===== src/cax_pkg.sv =====
// ----------------------------------------------------------------------------
// cax_pkg
// Shared types and codes of the chained accumulator ALU.
// ----------------------------------------------------------------------------
package cax_pkg;

  localparam int unsigned QUEUE_DEPTH = 2;

  localparam logic [3:0] CMD_LOAD = 4'd0;
  localparam logic [3:0] CMD_ADD  = 4'd1;
  localparam logic [3:0] CMD_SUB  = 4'd2;
  localparam logic [3:0] CMD_MUL  = 4'd3;
  localparam logic [3:0] CMD_DIV  = 4'd4;
  localparam logic [3:0] CMD_MOD  = 4'd5;
  localparam logic [3:0] CMD_POW  = 4'd6;
  localparam logic [3:0] CMD_XOR  = 4'd7;
  localparam logic [3:0] CMD_AND  = 4'd8;
  localparam logic [3:0] CMD_OR   = 4'd9;
  localparam logic [3:0] CMD_SHR  = 4'd10;
  localparam logic [3:0] CMD_SHL  = 4'd11;

  localparam logic [1:0] FAULT_NONE  = 2'd0;
  localparam logic [1:0] FAULT_DIV0  = 2'd1;
  localparam logic [1:0] FAULT_SHIFT = 2'd2;
  localparam logic [1:0] FAULT_POW   = 2'd3;

  localparam logic [63:0] SIGN_BIT = 64'h8000_0000_0000_0000;
  localparam logic [63:0] MAX_POS  = 64'h7FFF_FFFF_FFFF_FFFF;

  localparam logic REG_TARGET = 1'b0;

  typedef struct packed {
    logic [3:0]         command;
    logic signed [63:0] operand;
    logic               end_of_chain;
  } in_item_t;

  typedef struct packed {
    logic signed [63:0] running_value;
    logic [63:0]        target_distance;
    logic [1:0]         fault_code;
    logic               chain_done;
  } out_item_t;

  // classified request as it waits in the queue
  typedef struct packed {
    logic [3:0]  cmd;
    logic [63:0] opnd;
    logic        eoc;
    logic        opnd_zero;
    logic        opnd_hi;   // some bit above bit 5 set
  } job_t;

endpackage


===== src/cax_front.sv =====
// ----------------------------------------------------------------------------
// cax_front
// Accepts requests and classifies the operand for the execution side.
// ----------------------------------------------------------------------------
module cax_front (
  input  logic               in_valid,
  output logic               in_stall,
  input  cax_pkg::in_item_t  in_item,
  input  logic               q_full,
  output logic               q_push,
  output cax_pkg::job_t      q_job
);
  import cax_pkg::*;

  assign in_stall = q_full;
  assign q_push   = in_valid & ~q_full;

  always_comb begin
    q_job.cmd       = in_item.command;
    q_job.opnd      = in_item.operand;
    q_job.eoc       = in_item.end_of_chain;
    q_job.opnd_zero = (in_item.operand == 64'sd0);
    q_job.opnd_hi   = |in_item.operand[63:6];
  end

endmodule


===== config.mk =====
export PLATFORM = sky130hd
export DESIGN_NAME = cax_front
export DESIGN_NICKNAME = d
export VERILOG_FILES = /design/src/cax_pkg.sv /design/src/cax_front.sv
export SDC_FILE = /design/constraint.sdc
export NUM_CORES = 1
export LEC_CHECK = 0
export ABC_AREA = 1
export BUFFER_PORTS_ARGS = -buffer_cell sky130_fd_sc_hd__buf_2
export CAP_MARGIN = 20
export CORE_MARGIN = 4
export CORE_UTILIZATION = 32
export DETAILED_ROUTE_END_ITERATION = 12
export GPL_TIMING_DRIVEN = 1
export PLACE_DENSITY = 0.95
export SYNTH_ARGS = -nofsm -noshare
export SYNTH_HDL_FRONTEND = slang
export SYNTH_SLANG_ARGS = --single-unit

===== constraint.sdc =====
create_clock -name vclk -period 1.1
set_input_delay 0 -clock vclk [all_inputs]
set_output_delay 0 -clock vclk [all_outputs]
set_load 0.01 [all_outputs]

Word-level counts from Yosys, hierarchy flattened
Index checks and enable logic that the tools add are counted.
- register bits after elaboration: 0
- bits in latches: 0
- RAM bits: 0
- bits in read-only memories: 0
- input port bits: 71
- output and inout port bits: 73
- logic and storage cells: 4
- memories kept: 0
- $add $sub $neg: 0
- multipliers: 0
- divide/modulo/power cells: 0
- order comparisons: 0
- equality and inequality tests: 0
- shift-type cells: 0
- mux-type cells: 0
- bitwise operators: 2
- reductions and logical operators: 2
- operator list (kind ; number):
    logical NOT 64 bit ; 1
    OR reduction 58 bit ; 1
    bitwise AND 1 bit ; 1
    NOT 1 bit ; 1

Logic depth before layout (Yosys ltp)
Gate-level depths: netlist (run 1).
- depth after elaboration: 2
- mapped depth: 7
- gate-level depth less buffers: 7

Least setup slack after synthesis (run 1)
Ideal clock, no wire load.
- kind: in2out
- from: input port in_item[9] (netlist name)
- to: output port q_job[1] (netlist name)
- arrival time: 0.559 ns
- data required time: 1.100 ns
- path slack: 0.541 ns
- stages: 7
- path buffers: 0
- path through: inv_1 -> nand2_1 -> nor2_2 -> nand2_1 -> nor2_1 -> nand2_1 -> nor2_1
- RTL lines (item ; RTL line ; RTL):
    start: declaration ; cax_front.sv:8 ; input cax_pkg::in_item_t in_item,
    end: declaration ; cax_front.sv:11 ; output cax_pkg::job_t q_job

==> results.yml, run 1 <==
worst_hold_path:
  hold_end: "q_job[68]"
  holdCritStartpoint: "in_item[66]"
  min_path_cells: 0
  hold_path.class: "primary input to output port"
synthesis:
  yosysWarnings: 0
  syn-cell-area_um2: 910
  synth_area_leaders: "buf_4, nor2_1, nand2_1, inv_1, and2_1"
  synth_nets: 235
  synth_seq_area_share_pct: 0
  yosys.area.top_type_share_pct: 57.8
  synth_cells: 164
  syn_area_per_cell_um2: 5.55
  ys_types: 8
  synth_top_area_cell: "buf_4"
power_and_ir_drop:
  switching_share_pct: 51.0
  pwr-share-seq_pct: 0
  clockPowerShare_pct: 0
  peakVddDrop_uv: 206
  p_leak_nw: 0.745
  power_density_mw_per_mm2: 355
  p_comb_share_pct: 100.0
  switchingPower_mw: 0.198
  p_int_mw: 0.190
drt:
  wirelength_um: 2430
  drt-pass1-iter-count: 2
  drcViolationCount: 0
  drt_iter0_drc: 5
  ant_nets: 0
  routedWlPerCell_um: 9.37
  vias: 1033
  viasPerCell: 3.99
timing:
  drv_slew: 0
  period_needed_ns: 0.797
  setup_viol: 0
  tns_ns: 0
  hold_viol: 0
  timing.fmax_mhz: 1260
  min_period_over_period_pct: 72.4
  worst_slew_pin_slew_ns: 0.146
  hold-worst-slack_ns: 0.00000448
  rsz0062_at_grt: "false"
  relSlewSlack_pct: 90.2
global_routing:
  grt_max_degree: 4
  grt_pass1_wl_um: 3300
  antenna_found_initial: 0
  grt_overflow_total: 0
  grt_util_all_layers_pct: 10.9
  grt_pass1_vias: 885
placed_design:
  gp_congestion: 0.711
  numPortBuffers: 134
  dp_hpwl_um: 2380
final_layout:
  syn_to_final_growth_pct: 20.2
  multi_input_area_um2: 309
  nFillCells: 310
  design.seq.count: 0
  regArea_um2: 0
  clkbuf_count: 0
  antenna_cells: 0
  drive_gt1_share_pct: 60.1
  nets: 301
setup_path:
  critPathRequiredTime_ns: 1.10
  crit_path_start_kind: "primary input"
  crit_fanout: 2
  critPathCaptureType: "output port"
  critical_path_class: "primary input to output port"
  arrival_ns: 0.80
die:
  io-pin-count: 144
  die_h_um: 61.3
  rows: 19
  die_area_mm2: 0.00376
  coreArea_mm2: 0.00273
  start_util_pct: 33.3
  die_x_um: 61.3
flow_run:
  cap_viol_max_count: 0
clocking:
  cts_hold_buf: 0
  cts_setup_buffers: 0
  cts_resized: 0
run_status:
  status: "completed"
## stage by stage
stage / instance area [um^2] / total power [mW] / setup slack [ns] / std cells / utilization (%)
2_1_floorplan: 910 / 0.317 / 0.541 / 164 / -
4_1_cts: 1090 / 0.394 / 0.282 / 259 / 40.0
5_1_grt: 1090 / 0.437 / 0.156 / 259 / 40.0
6_report: 1090 / 0.388 / 0.303 / 259 / 40.0
3_5_place_dp: 1090 / 0.393 / 0.284 / 259 / 40.0
3_3_place_gp: 1090 / 0.387 / 0.286 / 259 / 40.0
## Yosys cell counts
cell and n:
buf_4 70, nand3_1 5, and2_1 5, nand4_1 2, nand2_1 22, inv_1 20, nor2_1 37, nor2_2 3
## per-layer routing
layer | track usage, % | wire [um]
met1 | 12.0 | 765
met2 | 22.7 | 1280
met3 | 0.839 | 363
met4 | 0.929 | 19
met5 | 0 | 0
## worst max path at each step
| stage | start | slack, ns | to | cells past startpoint |
|---|---|---|---|---|
| after floorplan | in_item[9] | 0.54 | q_job[1] | 7 |
| after global placement | in_item[9] | 0.29 | q_job[1] | 9 |
| after detailed placement | in_item[16] | 0.28 | q_job[1] | 9 |
| after CTS | in_item[16] | 0.28 | q_job[1] | 9 |
| after global routing | in_item[40] | 0.16 | q_job[1] | 8 |
| final | in_item[16] | 0.30 | q_job[1] | 9 |
## cells in the final DEF, fill, tap and decap left out
master	netlist	final
buf_2	0	134
nand2_1	22	22
inv_1	20	20
and2_1	5	5
nor2_1	37	37
nand4_1	2	2
nand3_1	5	5
nor2_2	3	3
## worst max-delay path: stages
cell	delay, ns
buf_2	0.10
nor2_1	0.10
nand2_1	0.08
inv_1	0.06
nand2_1	0.05
nor2_1	0.12
nand2_1	0.07
nor2_1	0.07
buf_2	0.14
## logic make-up after synthesis
family                 Yosys count  share of synthesized area, %
and+or+nand+nor                 74                          34.0
buffers and inverters           90                          66.0
## cell type report
type                       instances  share of cell area [%]
timing repair buffer             134                    61.3
multi-input combinational         74                    28.3
tap                               31                    3.55
inverter                          20                    6.86
## power groups by stage
| stage | clock network, mW | registers (mW) | logic (mW) |
|---|---|---|---|
| after floorplan | 0 | 0 | 0.317 |
| after global placement | 0 | 0 | 0.387 |
| after detailed placement | 0 | 0 | 0.393 |
| after CTS | 0 | 0 | 0.394 |
| after global routing | 0 | 0 | 0.437 |
| final | 0 | 0 | 0.388 |
Power figures use the tool's default switching activity.
==> inputs of run 2 (changes only) <==
Settings changed: ABC_AREA 1 to 0, CORE_UTILIZATION 32 to 26, PLACE_DENSITY 0.95 to 0.92.
Clock period 1.1 ns to 0.8 ns, I/O delays scaled along.
==> results.yml, run 2 <==
run_status:
  status: "finished, violations left"
  violations: "negative setup slack"
timing:
  relSlewSlack_pct: 84.2
  period_needed_ns: 1.40
  drv_slew: 0
  setup_slack_ns: -0.603
  hold-worst-slack_ns: 0.00000390
  setup_viol: 2
  worst_slew_pin_slew_ns: 0.235
  tns_ns: -1.05
  hold_viol: 0
  timing.fmax_mhz: 713
  min_period_over_period_pct: 175
  rsz0062_at_grt: "true"
placed_design:
  gp_congestion: 0.646
  place_ws_ns: -0.739
  dp_hpwl_um: 2240
  dpl_cell_area_um2: 963
  numPortBuffers: 134
final_layout:
  design.seq.count: 0
  final_core_util_pct: 43.6
  nets: 238
  layout_common_cells: "buf_2, buf_4, nor4_2, nor4_4, buf_6"
  regArea_um2: 0
  syn_to_final_growth_pct: 57.2
  antenna_cells: 0
  drive_gt1_share_pct: 94.5
  final_area_mm2: 0.00109
  clkbuf_count: 0
  final_common_cell: "buf_2"
power_and_ir_drop:
  power_density_mw_per_mm2: 539
  p_leak_nw: 0.612
  peakVddDrop_uv: 334
setup_path:
  crit_fanout: 2
  cp_cell_sequence: "buf_2, nor4_4, nand4_1, or4_4, nor4_4, buf_2"
  arrival_ns: 1.40
  critPathRequiredTime_ns: 0.80
  critical_path_class: "primary input to output port"
  crit_start: "in_item[42]"
  critPathCaptureType: "output port"
  cp_slowest_stage_delay_ns: 0.59
  crit_path_start_kind: "primary input"
  timing.critical_path.to: "q_job[1]"
  slowest_stage: "or4_4"
die:
  die_area_mm2: 0.00356
  die_x_um: 59.6
  die_h_um: 59.6
  rows: 18
  coreArea_mm2: 0.00250
  io-pin-count: 144
  start_util_pct: 27.7
drt:
  routedWlPerCell_um: 13.3
  drcViolationCount: 0
  vias: 836
  viasPerCell: 4.29
  drt_iter0_drc: 10
  wirelength_um: 2590
  ant_nets: 0
  drt-pass1-iter-count: 3
synthesis:
  synth_area_leaders: "buf_4, nor4_1, nor4_4, nand4_1, nor4_2"
  syn-cell-area_um2: 693
  synth_most_common_cell: "buf_4"
  synth_nets: 164
  synth_seq_area_share_pct: 0
  ys_types: 10
  synth_cells: 93
  syn_area_per_cell_um2: 7.45
  yosysWarnings: 0
  synth_top_area_cell: "buf_4"
  synth_common_cells: "buf_4, nor4_1, nand4_1"
  yosys.area.top_type_share_pct: 75.8
global_routing:
  met2_usage_pct: 25.3
  met1_usage_pct: 10.7
  grt_max_degree: 3
  busiest_layer: "met2"
  grt_util_all_layers_pct: 11.1
  grt_pass1_wl_um: 3150
  grtUsageMet3_pct: 1.09
  grt_overflow_total: 0
  grt_pass1_vias: 753
  antenna_found_initial: 0
clocking:
  cts_hold_buf: 0
worst_hold_path:
  hold_path.class: "primary input to output port"
flow_run:
  cap_viol_max_count: 0
run 2: repair_timing:
action | in CTS | in global routing
buffers inserted | 0 | 0
cloned | 0 | 0
setup endpoints to repair | 2 | 2
resized for setup | 11 | 9
pin swaps | 7 | 3
run 2: layout make-up:
type,instances,area [um^2]
fillers,273,1410
repair buffers,142,772
multi-input cells,23,280
well taps,30,37.5
run 2: logic make-up after synthesis:
logic type,count (synthesis),synth area share [%]
buffers and inverters,70,75.8
and+or+nand+nor,23,24.2
run 2: through the flow:
step	std cells	power (mW)
finish	195	0.587
global route	195	0.632
CTS	195	0.562
detailed placement	195	0.527
global placement	195	0.522
floorplan	93	0.384
run 2: how the worst min path moves through the flow:
stage | end | slack (ns) | depth (start not counted) | startpoint
5_1_grt | q_job[70] | 0.00002 | 0 | in_item[68]
3_5_place_dp | q_job[68] | 0.00007 | 0 | in_item[66]
4_1_cts | q_job[68] | 0.00007 | 0 | in_item[66]
3_3_place_gp | q_job[68] | 0.00007 | 0 | in_item[66]
6_report | q_job[2] | 0.000004 | 0 | in_item[0]
2_1_floorplan | q_job[1] | 0.03 | 1 | in_item[2]
run 2: metal layers:
metal	up-vias	wire length, um
li1	396	-
met1	377	680
met2	63	1490
met3	0	411
met4	0	0
met5	-	0
run 2: power by group:
| part | total (mW) | switching, mW | internal (mW) | leakage (nW) |
|---|---|---|---|---|
| registers | 0 | 0 | 0 | 0 |
| logic | 0.587 | 0.289 | 0.298 | 0.612 |
| clock network | 0 | 0 | 0 | 0 |
run 2: worst max-delay path: cells and delay by family:
kind	cells	cell delay, ns
buffers and inverters	2	0.30
AND/OR/NAND/NOR	4	1.11
==> inputs of run 3 (changes only) <==
Settings changed: BUFFER_PORTS_ARGS -buffer_cell sky130_fd_sc_hd__buf_2 to not set, CORE_AREA set to 4 4 54 56, CORE_MARGIN 4 to not set, CORE_UTILIZATION 26 to not set, DIE_AREA set to 0 0 58 60, DONT_BUFFER_PORTS set to 1, PLACE_DENSITY 0.92 to 0.48, TNS_END_PERCENT set to 100.
==> results.yml, run 3 (synthesis gave the netlist of run 2 again) <==
run_status:
  status: "finished, violations left"
  violations: "negative setup slack"
final_layout:
  layout_common_cells: "nor4_1, nor4_4, nand4_1"
  drive_gt1_share_pct: 33.3
  final_area_um2: 273
  regArea_um2: 0
  final_core_util_pct: 11.2
  antenna_cells: 0
  nets: 97
  clkbuf_count: 0
  syn_to_final_growth_pct: -60.6
  design.seq.count: 0
  final_common_cell: "nor4_1"
setup_path:
  critPathCaptureType: "output port"
  critPathRequiredTime_ns: 0.80
  slowest_stage: "or4_4"
  crit_family: "simple AND/OR/NAND/NOR gates"
  cp_cell_sequence: "nor4_4, nand4_1, or4_4, nor4_4"
  critical_path_class: "primary input to output port"
  crit_fanout: 2
  arrival_ns: 1.24
  cp_slowest_stage_delay_ns: 0.58
  critPathBufInv: 0
  crit_path_start_kind: "primary input"
  cpMostUsedCell: "nor4_4"
clocking:
  cts_setup_buffers: 0
  cts_hold_buf: 0
timing:
  period_needed_ns: 1.24
  rsz0062_at_grt: "true"
  timing.fmax_mhz: 806
  setup_viol: 2
  drv_slew: 0
  hold_viol: 0
  setup_slack_ns: -0.441
  relSlewSlack_pct: 81.3
  hold-worst-slack_ns: 0.00000392
  worst_slew_pin_slew_ns: 0.278
  min_period_over_period_pct: 155
global_routing:
  antenna_found_initial: 0
  grt_pass1_wl_um: 1380
  grt_max_degree: 3
  grt_util_all_layers_pct: 5.20
  grt_overflow_total: 0
  grt_pass1_vias: 358
die:
  die_area_mm2: 0.00348
  coreArea_mm2: 0.00243
  io-pin-count: 144
  die_x_um: 58
  start_util_pct: 28.5
  die_h_um: 60
  rows: 18
drt:
  ant_nets: 0
  vias: 343
  routedWlPerCell_um: 24.1
  viasPerCell: 6.35
  drcViolationCount: 0
  wirelength_um: 1300
  drt_iter0_drc: 0
  drt-pass1-iter-count: 1
flow_run:
  cap_viol_max_count: 0
placed_design:
  numPortBuffers: 0
  gp_congestion: 0.565
  dpl_cell_area_um2: 240
power_and_ir_drop:
  power_density_mw_per_mm2: 109
  p_leak_nw: 0.0309
  peakVddDrop_uv: 36.9
worst_hold_path:
  hold_path.class: "primary input to output port"
run 3: changes by cell type in the layout (fill, tap and decap cells not counted):
cell,change
buf_2,-128
buf_4,-7
nor4_1,+7
nor4_2,-6
buf_6,-5
buf_8,-1
nor4_4,-1
run 3: path summary, 6_finish.rpt:
| path | start | end | slack (ns) | cells past startpoint |
|---|---|---|---|---|
| setup / recovery | in_item[55] | q_job[1] | -0.44 | 4 |
| hold / removal | in_item[65] | q_job[67] | 0.000004 | 0 |
run 3: layout make-up:
class	count	area, um^2
timing repair buffer	1	7.51
tap	30	37.5
multi-input combinational	23	228
fill	279	2160
run 3: timing repair:
action,4_1_cts,5_1_grt
pin swaps,0,0
setup endpoints to repair,2,2
gates resized for setup,2,2
run 3: power breakdown:
part	internal [mW]	switching, mW
sequential	0	0
combinational	0.0211	0.00862
clock	0	0
run 3: layer usage:
| metal | part of all wire [%] | routed length (um) | track usage (%) | vias up |
|---|---|---|---|---|
| met5 | 0 | 0 | 0 | - |
| met4 | 3.6 | 47 | 2.98 | 0 |
| met3 | 26 | 336 | 3.89 | 12 |
| met2 | 50 | 653 | 9.35 | 77 |
| met1 | 20 | 262 | 3.95 | 142 |
| li1 | - | - | - | 112 |
run 3: metrics by stage:
| stage | power [mW] | std cells | worst slack [ns] | setup TNS (ns) |
|---|---|---|---|---|
| final | 0.0297 | 54 | -0.441 | -0.762 |
| after global routing | 0.0329 | 54 | -0.554 | -0.953 |
| after CTS | 0.0279 | 54 | -0.476 | -0.831 |
| after detailed placement | 0.0259 | 54 | -0.511 | -0.903 |
| after global placement | 0.0259 | 54 | -0.486 | -0.853 |
| after floorplan | 0.384 | 93 | -0.398 | -0.519 |
