===== src/cax_pkg.sv =====
// ----------------------------------------------------------------------------
// cax_pkg
// Shared types and codes of the chained accumulator ALU.
// ----------------------------------------------------------------------------
package cax_pkg;

  localparam int unsigned QUEUE_DEPTH = 2;

  localparam logic [3:0] CMD_LOAD = 4'd0;
  localparam logic [3:0] CMD_ADD  = 4'd1;
  localparam logic [3:0] CMD_SUB  = 4'd2;
  localparam logic [3:0] CMD_MUL  = 4'd3;
  localparam logic [3:0] CMD_DIV  = 4'd4;
  localparam logic [3:0] CMD_MOD  = 4'd5;
  localparam logic [3:0] CMD_POW  = 4'd6;
  localparam logic [3:0] CMD_XOR  = 4'd7;
  localparam logic [3:0] CMD_AND  = 4'd8;
  localparam logic [3:0] CMD_OR   = 4'd9;
  localparam logic [3:0] CMD_SHR  = 4'd10;
  localparam logic [3:0] CMD_SHL  = 4'd11;

  localparam logic [1:0] FAULT_NONE  = 2'd0;
  localparam logic [1:0] FAULT_DIV0  = 2'd1;
  localparam logic [1:0] FAULT_SHIFT = 2'd2;
  localparam logic [1:0] FAULT_POW   = 2'd3;

  localparam logic [63:0] SIGN_BIT = 64'h8000_0000_0000_0000;
  localparam logic [63:0] MAX_POS  = 64'h7FFF_FFFF_FFFF_FFFF;

  localparam logic REG_TARGET = 1'b0;

  typedef struct packed {
    logic [3:0]         command;
    logic signed [63:0] operand;
    logic               end_of_chain;
  } in_item_t;

  typedef struct packed {
    logic signed [63:0] running_value;
    logic [63:0]        target_distance;
    logic [1:0]         fault_code;
    logic               chain_done;
  } out_item_t;

  // classified request as it waits in the queue
  typedef struct packed {
    logic [3:0]  cmd;
    logic [63:0] opnd;
    logic        eoc;
    logic        opnd_zero;
    logic        opnd_hi;   // some bit above bit 5 set
  } job_t;

endpackage


===== src/cax_queue.sv =====
// ----------------------------------------------------------------------------
// cax_queue
// Short register queue between the front and the execution side.
// ----------------------------------------------------------------------------
module cax_queue #(
  parameter int unsigned DEPTH = cax_pkg::QUEUE_DEPTH
) (
  input  logic          clk,
  input  logic          rst,
  input  logic          push,
  input  cax_pkg::job_t wr_job,
  output logic          full,
  input  logic          pop,
  output logic          not_empty,
  output cax_pkg::job_t rd_job
);
  import cax_pkg::*;

  localparam int unsigned PW = (DEPTH > 1) ? $clog2(DEPTH) : 1;
  localparam int unsigned CW = $clog2(DEPTH + 1);

  job_t          slots [DEPTH];
  logic [PW-1:0] wr_ptr;
  logic [PW-1:0] rd_ptr;
  logic [CW-1:0] count;

  assign full      = (count == CW'(DEPTH));
  assign not_empty = (count != '0);
  assign rd_job    = slots[rd_ptr];

  always_ff @(posedge clk) begin
    if (push) begin
      slots[wr_ptr] <= wr_job;
    end
  end

  always_ff @(posedge clk) begin
    if (rst) begin
      wr_ptr <= '0;
      rd_ptr <= '0;
      count  <= '0;
    end else begin
      if (push) begin
        wr_ptr <= (wr_ptr == PW'(DEPTH - 1)) ? '0 : wr_ptr + 1'b1;
      end
      if (pop) begin
        rd_ptr <= (rd_ptr == PW'(DEPTH - 1)) ? '0 : rd_ptr + 1'b1;
      end
      if (push && !pop) begin
        count <= count + 1'b1;
      end else if (pop && !push) begin
        count <= count - 1'b1;
      end
    end
  end

endmodule


===== config.mk =====
export PLATFORM = sky130hd
export DESIGN_NAME = cax_queue
export DESIGN_NICKNAME = d
export VERILOG_FILES = /design/src/cax_pkg.sv /design/src/cax_queue.sv
export SDC_FILE = /design/constraint.sdc
export NUM_CORES = 1
export LEC_CHECK = 0
export ABC_AREA = 1
export BUFFER_PORTS_ARGS = -buffer_cell sky130_fd_sc_hd__buf_2
export CORE_MARGIN = 1.5
export CORE_UTILIZATION = 52
export CTS_CLUSTER_DIAMETER = 150
export DETAILED_ROUTE_END_ITERATION = 10
export MAX_ROUTING_LAYER = met4
export PLACE_DENSITY = 0.79
export SLEW_MARGIN = 20
export SYNTH_ARGS = -nofsm -noshare
export SYNTH_HDL_FRONTEND = slang
export SYNTH_SLANG_ARGS = --single-unit

===== constraint.sdc =====
create_clock -name clk -period 5.5 [get_ports clk]
set_input_delay 0.825 -clock clk [delete_from_list [all_inputs] [get_ports clk]]
set_output_delay 0.825 -clock clk [all_outputs]
set_load 0.01 [all_outputs]

## After elaboration in Yosys (flattened, before gate mapping)

Memory sizes are Yosys's and may differ from the RTL's. A register that Yosys moved wholly into a read port is not among the register bits.
Cells that the tools add are included.

| operators by class | value |
|---|---|
| add/subtract/negate cells | 4 |
| equality and inequality tests | 1 |
| mux-type cells | 8 |
| reductions and logical operators | 6 |

Operators by type and width:

| kind | count |
|---|---|
| 2-to-1 mux 1 bit | 6 |
| 2-to-1 mux 2 bit | 2 |
| nonzero test 2 bit | 2 |
| adder 1 bit, second input constant | 2 |
| adder 2 x 1 -> 2 bit, second input constant | 1 |
| equality test 2 bit, second input constant | 1 |
| logical AND 1 bit | 2 |
| zero test 1 bit | 2 |
| subtractor 2 x 1 -> 2 bit, second input constant | 1 |

| storage, ports and cells | value |
|---|---|
| bits in registers | 4 |
| memory bits (writable) | 142 |
| bits of input ports | 75 |
| output and inout port bits | 73 |
| logic and storage cells | 23 |
| memories kept | 1 |

Memory list:

| memory | words | width | read ports | clocked after memory_dff | write ports | RTL line | RTL |
|---|---|---|---|---|---|---|---|
| slots | 2 | 71 | 1 | 1 | 1 | cax_queue.sv:22 | `job_t slots [DEPTH];` |

## Longest topological paths before layout

Gate-level depths: netlist (run 1).

| logic depth | value |
|---|---|
| depth after elaboration | 4 |
| gate-level depth with buffers | 8 |
| depth with buffers taken out | 8 |

## Worst setup path before layout (run 1)

OpenSTA, ideal clock, no wires.

| timing path | value |
|---|---|
| kind | input -> register |
| from | input port push |
| to | memory slots[0][0] (netlist bit), enable pin |
| setup time | 0.502 ns |
| arrival time | 3.841 ns |
| data required time | 4.998 ns |
| slack | 1.157 ns |
| cell stages on the path | 2 |
| buffers on the path | 0 |
| cell sequence | inv_1 -> nor2_1 |

| between the ends | value |
|---|---|
| word-level cells in the longest chain between the ends | 2 |

RTL lines:

| element | RTL line | RTL |
|---|---|---|
| from (decl) | cax_queue.sv:10 | `input logic push,` |
| 2-to-1 mux 1 bit | cax_queue.sv:32 | `if (push) begin` |
| 2-to-1 mux 1 bit (not written as such) | cax_queue.sv:33 | `slots[wr_ptr] <= wr_job;` |
| to (decl) | cax_queue.sv:22 |  |

Every way passes these cells.

==> results of run 1 <==
-- logic make-up (layout without fill, tap and decap cells) --
group | Yosys count | after routing | synth area share (%)
buf+inv | 17 | 191 | 3.25
simple gates | 15 | 15 | 1.07
compound gates | 2 | 2 | 0.175
fa+ha+maj | 1 | 1 | 0.219
xor+xnor | 1 | 1 | 0.154
flops | 147 | 147 | 76.5
mux | 71 | 71 | 18.6
-- flip-flops by register name (all words and copies together) (netlist names), named ones only --
| signal | count |
|---|---|
| slots | 142 |
| count | 2 |
| wr_ptr | 1 |
| rd_ptr | 1 |
-- area by class of cell --
| class | instances | area (sq um) | share of cell area (%) |
|---|---|---|---|
| clock buffer | 17 | 414 | 5.81 |
| multi-input combinational | 90 | 1160 | 16.3 |
| timing repair buffer | 150 | 758 | 10.6 |
| inverter | 9 | 33.8 | 0.474 |
| tap | 140 | 175 | 2.46 |
| sequential | 147 | 4370 | 61.3 |
| clock inverter | 15 | 214 | 3.00 |
-- worst min path at each step --
stage | slack, ns | cells past startpoint | end
floorplan | 0.48 | 2 | register
global placement | 0.49 | 2 | register
detailed placement | 0.51 | 2 | register
CTS | 0.48 | 1 | slots[0][7]
global route | 0.47 | 1 | slots[1][19]
finish | 0.50 | 1 | slots[1][19]
-- Yosys cell counts --
master	n	area, sq um
a21oi_1	1	5.00
buf_12	7	140
buf_6	1	11.3
dfxtp_1	5	100
edfxtp_1	142	4260
ha_1	1	12.5
inv_1	9	33.8
mux2_2	1	11.3
mux2_4	70	1050
nand2_1	6	22.5
nand3_1	1	5.00
nand4_1	1	6.26
nor2_1	6	22.5
nor3_1	1	5.00
o21ai_0	1	5.00
xnor2_1	1	8.76
-- per-layer routing --
layer	track usage [%]	share of wire, %
met5	-	0
met1	19.5	41
met4	6.48	0.82
met2	27.8	52
met3	5.69	6.1
-- metrics by stage --
step / hold slack (ns) / total power [uW] / util (%)
final: 0.503 / 2800 / 66.3
after global routing: 0.473 / 2900 / 66.3
after CTS: 0.481 / 2820 / 66.3
after detailed placement: 0.508 / 1630 / 60.5
after global placement: 0.491 / 1620 / 60.5
after floorplan: 0.480 / 1540 / -
-- where the power goes --
| part | internal [uW] | leakage [uW] | switching [uW] |
|---|---|---|---|
| clock | 777 | 0.000301 | 420 |
| combinational | 148 | 0.00121 | 126 |
| sequential | 1300 | 0.00137 | 29.9 |
==> impl_metrics.py, run 1 <==
metrics = {
    "floorplanning": {
        "dieArea_sq_um": 11600,
        "fp.dieW_um": 108,
        "io_pins": 148,
        "die_h_um": 108,
        "core_sq_um": 10700,
        "start_util_pct": 53.1,
        "core.rowCount": 38,
    },
    "pwr": {
        "p_leak_uw": 0.00289,
        "ir_drop_uv": 224,
        "p_per_area_nw_per_um2": 393,
    },
    "critical_path": {
        "crit_family": "buffers and inverters",
        "path_buf_inv": 2,
        "path_max_fanout": 36,
        "cp_cell_sequence": "buf_4 > mux2_4 > buf_2",
        "cp_num_cells": 3,
        "r2r_start": "wr_ptr",
        "cp.arrival_ns": 2.48,
        "endpoint": "rd_job[31]",
        "cpPeakStageDelay_ns": 0.78,
        "reg2reg_depth": 2,
        "start_kind": "register",
        "end_kind": "primary output",
        "reg2reg_to": "slots[0][51]",
        "crit_required_ns": 4.68,
        "r2r_slack_ns": 3.42,
        "crit_type": "reg2out",
        "cpMaxStageDelayCell": "dfxtp_4",
    },
    "final_layout": {
        "fill_cells": 770,
        "layout.nets": 491,
        "drive_gt1_share_pct": 59.6,
        "fin_area_sq_um": 7130,
        "finalNonFillerCells": 568,
        "mostFrequentLayoutCells": "147 x buf_2, 142 x edfxtp_1, 70 x mux2_4",
        "final_common_cell": "buf_2",
        "antenna_cells": 0,
        "area_growth_pct": 24.9,
    },
    "clock_network": {
        "clkLatencyLatePin_ns": 0.51,
        "cts_buffers": 17,
        "root_buffer": "clkbuf_8",
        "htreeDepth": 4,
        "cts_tree": "yes",
        "cts_setup_buffers": 0,
        "cts-resized-gates": 0,
        "cts_buffer_depth": 2,
        "clkSlewWorstSetupHoldPaths_ns": 0.06,
        "holdBufCountCts": 0,
        "cts.sinks": 147,
    },
    "sta": {
        "period_share_pct": 60.1,
        "rsz0062_at_grt": "false",
        "layout_setup_ws_ns": 2.20,
        "report.final.setup_viol": 0,
        "fin_setup_tns_ns": 0,
        "fmax_mhz": 303,
        "hold_violations": 0,
        "finalClockSkew_ns": 0.00726,
        "slew_headroom_pct": 33.6,
        "slew_violations": 0,
        "fin_crit_ns": 3.30,
        "tightest_slew_ns": 0.994,
    },
    "route": {
        "avgViaCountPerCell": 4.85,
        "drtIter0Drc": 152,
        "wirelength_um": 9360,
        "drcViolationCount": 0,
        "dr.pass1.iters": 4,
        "vias": 2754,
        "ant_nets": 0,
        "wl_per_cell_um": 16.5,
    },
    "logic_synthesis": {
        "syn_area_per_cell_sq_um": 22.5,
        "syn_inst": 254,
        "synth_cell_types": 16,
        "ys_seq_elements": 147,
        "ys_seq_area_share_pct": 76.5,
        "synth_warnings": 0,
        "syn_nets": 330,
        "syn_area_sq_um": 5700,
    },
    "place": {
        "hpwlAfterDp_um": 6110,
        "place_congestion": 0.663,
        "portBuffers": 147,
        "dpl_cell_area_sq_um": 6500,
        "pre_cts_ws_ns": 2.67,
        "placed_cells": 536,
    },
    "global_routing": {
        "grt_max_degree": 42,
        "grt_overflow_total": 0,
        "grt_pass1_vias": 2870,
        "grt_pass1_wl_um": 13900,
        "grtUsageTotal_pct": 17.0,
        "antenna_found_initial": 0,
    },
    "min_path": {
        "min_from": "wr_job[19]",
        "hold_class": "in2reg",
    },
    "status": {
        "status": "finished, final reports clean",
    },
    "flow_run": {
        "max_cap_viol_count": 0,
    },
}
Power figures use the tool's default switching activity.
==> run 2, diff against run 1 <==
--- a/config.mk
+++ b/config.mk
@@ -5,14 +5,14 @@
 export SDC_FILE = /design/constraint.sdc
 export NUM_CORES = 1
 export LEC_CHECK = 0
-export ABC_AREA = 1
+export ABC_AREA = 0
 export BUFFER_PORTS_ARGS = -buffer_cell sky130_fd_sc_hd__buf_2
 export CORE_MARGIN = 1.5
-export CORE_UTILIZATION = 52
+export CORE_UTILIZATION = 47
 export CTS_CLUSTER_DIAMETER = 150
 export DETAILED_ROUTE_END_ITERATION = 10
 export MAX_ROUTING_LAYER = met4
-export PLACE_DENSITY = 0.79
+export PLACE_DENSITY = 0.76
 export SLEW_MARGIN = 20
 export SYNTH_ARGS = -nofsm -noshare
 export SYNTH_HDL_FRONTEND = slang
==> constraint.sdc (replaced) <==
create_clock -name clk -period 2.8 [get_ports clk]
set_input_delay 0.42 -clock clk [delete_from_list [all_inputs] [get_ports clk]]
set_output_delay 0.42 -clock clk [all_outputs]
set_load 0.01 [all_outputs]
==> run 2 against run 1 <==
Final area decreased by 3.7%. Sequential share of layout area increased by 2.3 points. Synthesized cell count decreased by 4.3%. Final cell count decreased by 1.8%. Die area increased by 3.8%. Clock skew decreased by 0.0013 ns. Area after synthesis decreased by 6.1%. Largest cell class unchanged. Largest power group unchanged. Highest routed layer unchanged.
==> impl_metrics.py, run 2 <==
metrics = {
    "route": {
        "vias": 2706,
        "drcViolationCount": 0,
        "wirelength_um": 8960,
        "ant_nets": 0,
        "avgViaCountPerCell": 4.85,
        "wl_per_cell_um": 16.1,
        "dr.pass1.iters": 4,
        "drtIter0Drc": 137,
    },
    "sta": {
        "report.final.setup_viol": 0,
        "fin_setup_tns_ns": 0,
        "tightest_slew_ns": 0.483,
        "rsz0062_at_grt": "false",
        "hold_violations": 0,
        "layout_setup_ws_ns": 0.494,
        "slew_violations": 0,
        "fin_crit_ns": 2.31,
        "slew_headroom_pct": 67.8,
        "fmax_mhz": 434,
        "period_share_pct": 82.4,
        "finalClockSkew_ns": 0.00593,
    },
    "clock_network": {
        "htreeDepth": 4,
        "cts.sinks": 147,
        "cts_buffer_depth": 2,
        "cts_setup_buffers": 0,
        "cts-resized-gates": 0,
        "clkSlewWorstSetupHoldPaths_ns": 0.06,
        "cts_buffers": 17,
        "cts_tree": "yes",
        "holdBufCountCts": 0,
        "root_buffer": "clkbuf_16",
        "clkLatencyLatePin_ns": 0.41,
    },
    "critical_path": {
        "cpMaxStageDelayCell": "dfxtp_4",
        "reg2reg_to": "slots[1][29]",
        "path_max_fanout": 38,
        "reg2reg_depth": 2,
        "cp.arrival_ns": 1.89,
        "r2r_slack_ns": 1.32,
        "crit_type": "reg2out",
        "start_kind": "register",
        "cp_cell_sequence": "buf_12 > mux2_2 > buf_2",
        "cpPeakStageDelay_ns": 0.65,
        "crit_required_ns": 2.38,
        "end_kind": "primary output",
        "r2r_start": "wr_ptr",
    },
    "place": {
        "hpwlAfterDp_um": 5880,
        "place_congestion": 0.706,
        "dpl_cell_area_sq_um": 6270,
        "placed_cells": 526,
        "pre_cts_ws_ns": 0.906,
        "portBuffers": 147,
    },
    "logic_synthesis": {
        "yosysTopAreaCell": "edfxtp_1",
        "syn_nets": 319,
        "synth-simple-area-share_pct": 0.911,
        "ys_top_cells_by_area": "edfxtp_1 80%, mux2_2 15%, dfxtp_1 1.9%",
        "ys_seq_elements": 147,
        "synth-adder-area-share_pct": 0.234,
        "synthTopCellsByCount": "142 x edfxtp_1, 71 x mux2_2, 7 x buf_6",
        "synth_top_family_by_area": "multiplexers",
        "synthArstFlopShare_pct": 0,
        "syn_area_per_cell_sq_um": 22.0,
        "ys_seq_area_share_pct": 81.5,
        "synth_most_common_cell": "edfxtp_1",
        "synth_cell_types": 17,
        "synth-compound-area-share_pct": 0.187,
        "syn_inst": 243,
        "synthMuxAreaShare_pct": 14.9,
        "synth-edff-count": 142,
        "synth_top_area_share_pct": 79.6,
        "ys.flop_type": "edfxtp_1",
        "synth_xor_xnor_area_share_pct": 0.654,
        "synth_warnings": 0,
        "syn_area_sq_um": 5360,
    },
    "min_path": {
        "hold_class": "in2reg",
        "min_from": "wr_job[46]",
        "min_delay_path_depth": 1,
        "worst_hold_path.endpoint": "slots[0][46]",
    },
    "final_layout": {
        "area_growth_pct": 28.1,
        "finalNonFillerCells": 558,
        "utilization_pct": 62.5,
        "antenna_cells": 0,
        "largest_reg_flops": 142,
        "reg_top3": "slots (142), count (2)",
        "mostFrequentLayoutCells": "147 x buf_2, 142 x edfxtp_1, 71 x mux2_2",
        "final_common_cell": "buf_2",
        "fin_area_sq_um": 6870,
        "drive_gt1_share_pct": 61.0,
        "largest_register": "slots",
        "layout.nets": 481,
    },
    "global_routing": {
        "met1_usage_pct": 18.4,
        "grt.busiest_layer": "met2",
        "grt_overflow_total": 0,
        "grtUsageTotal_pct": 15.9,
        "grt_util_met2_pct": 24.9,
        "grt_pass1_vias": 2843,
        "grt_pass1_wl_um": 13300,
        "grtUsageMet3_pct": 5.93,
        "antenna_found_initial": 0,
        "grt_max_degree": 66,
    },
    "floorplanning": {
        "dieArea_sq_um": 12000,
        "core_sq_um": 11000,
        "fp.dieW_um": 110,
        "start_util_pct": 48.8,
        "io_pins": 148,
        "core.rowCount": 38,
        "die_h_um": 110,
    },
    "flow_run": {
        "max_cap_viol_count": 0,
    },
    "pwr": {
        "ir_drop_uv": 414,
        "p_leak_uw": 0.00260,
        "p_per_area_nw_per_um2": 783,
    },
    "status": {
        "status": "finished, final reports clean",
    },
}
## run 2: layer usage
layer	vias up	part of all wire [%]	routed length, um
met5	-	0	0
met4	0	1.2	106
met3	10	6.0	534
met2	100	49	4430
met1	1314	43	3890
li1	1282	-	-
## run 2: worst max-delay path: cells and delay by family (launching register included)
family | cells | cell delay [ns]
flip-flops | 1 | 0.65
buffers and inverters | 2 | 0.42
multiplexers | 1 | 0.37
## run 2: final cells by class
| class | instances | area, sq um |
|---|---|---|
| Timing Repair Buffer | 151 | 803 |
| Multi-Input combinational cell | 87 | 916 |
| Clock buffer | 23 | 468 |
| Tap cell | 140 | 175 |
| Sequential cell | 147 | 4370 |
| Clock inverter | 9 | 131 |
| Fill cell | 800 | 4120 |
| Inverter | 1 | 3.75 |
## run 2: power by group
part | switching (uW) | leakage, uW | internal (uW) | total, uW
Sequential | 52.1 | 0.00137 | 2570 | 2620
Clock | 802 | 0.000283 | 1450 | 2250
Combinational | 254 | 0.000939 | 254 | 508
Total | 1110 | 0.00260 | 4270 | 5370
## run 2: how the worst max path moves through the flow
stage,from,to,cells after the start,slack (ns)
finish,register,rd_job[58],3,0.49
global route,register,rd_job[55],3,0.39
CTS,register,rd_job[58],3,0.46
detailed placement,register,rd_job[59],3,0.91
global placement,register,rd_job[59],3,0.92
floorplan,push,slots[0][0],1,0.09
## run 2: cells by family after synthesis
family / after synthesis
fa+ha+maj: 1
buf+inv: 9
flops: 147
simple gates: 9
xor+xnor: 4
compound gates: 2
mux: 71
## run 2: through the flow
step | hold slack (ns) | power, uW
2_1_floorplan | 0.456 | 2960
3_3_place_gp | 0.475 | 3160
3_5_place_dp | 0.491 | 3180
4_1_cts | 0.176 | 5440
5_1_grt | 0.170 | 5570
6_report | 0.195 | 5370
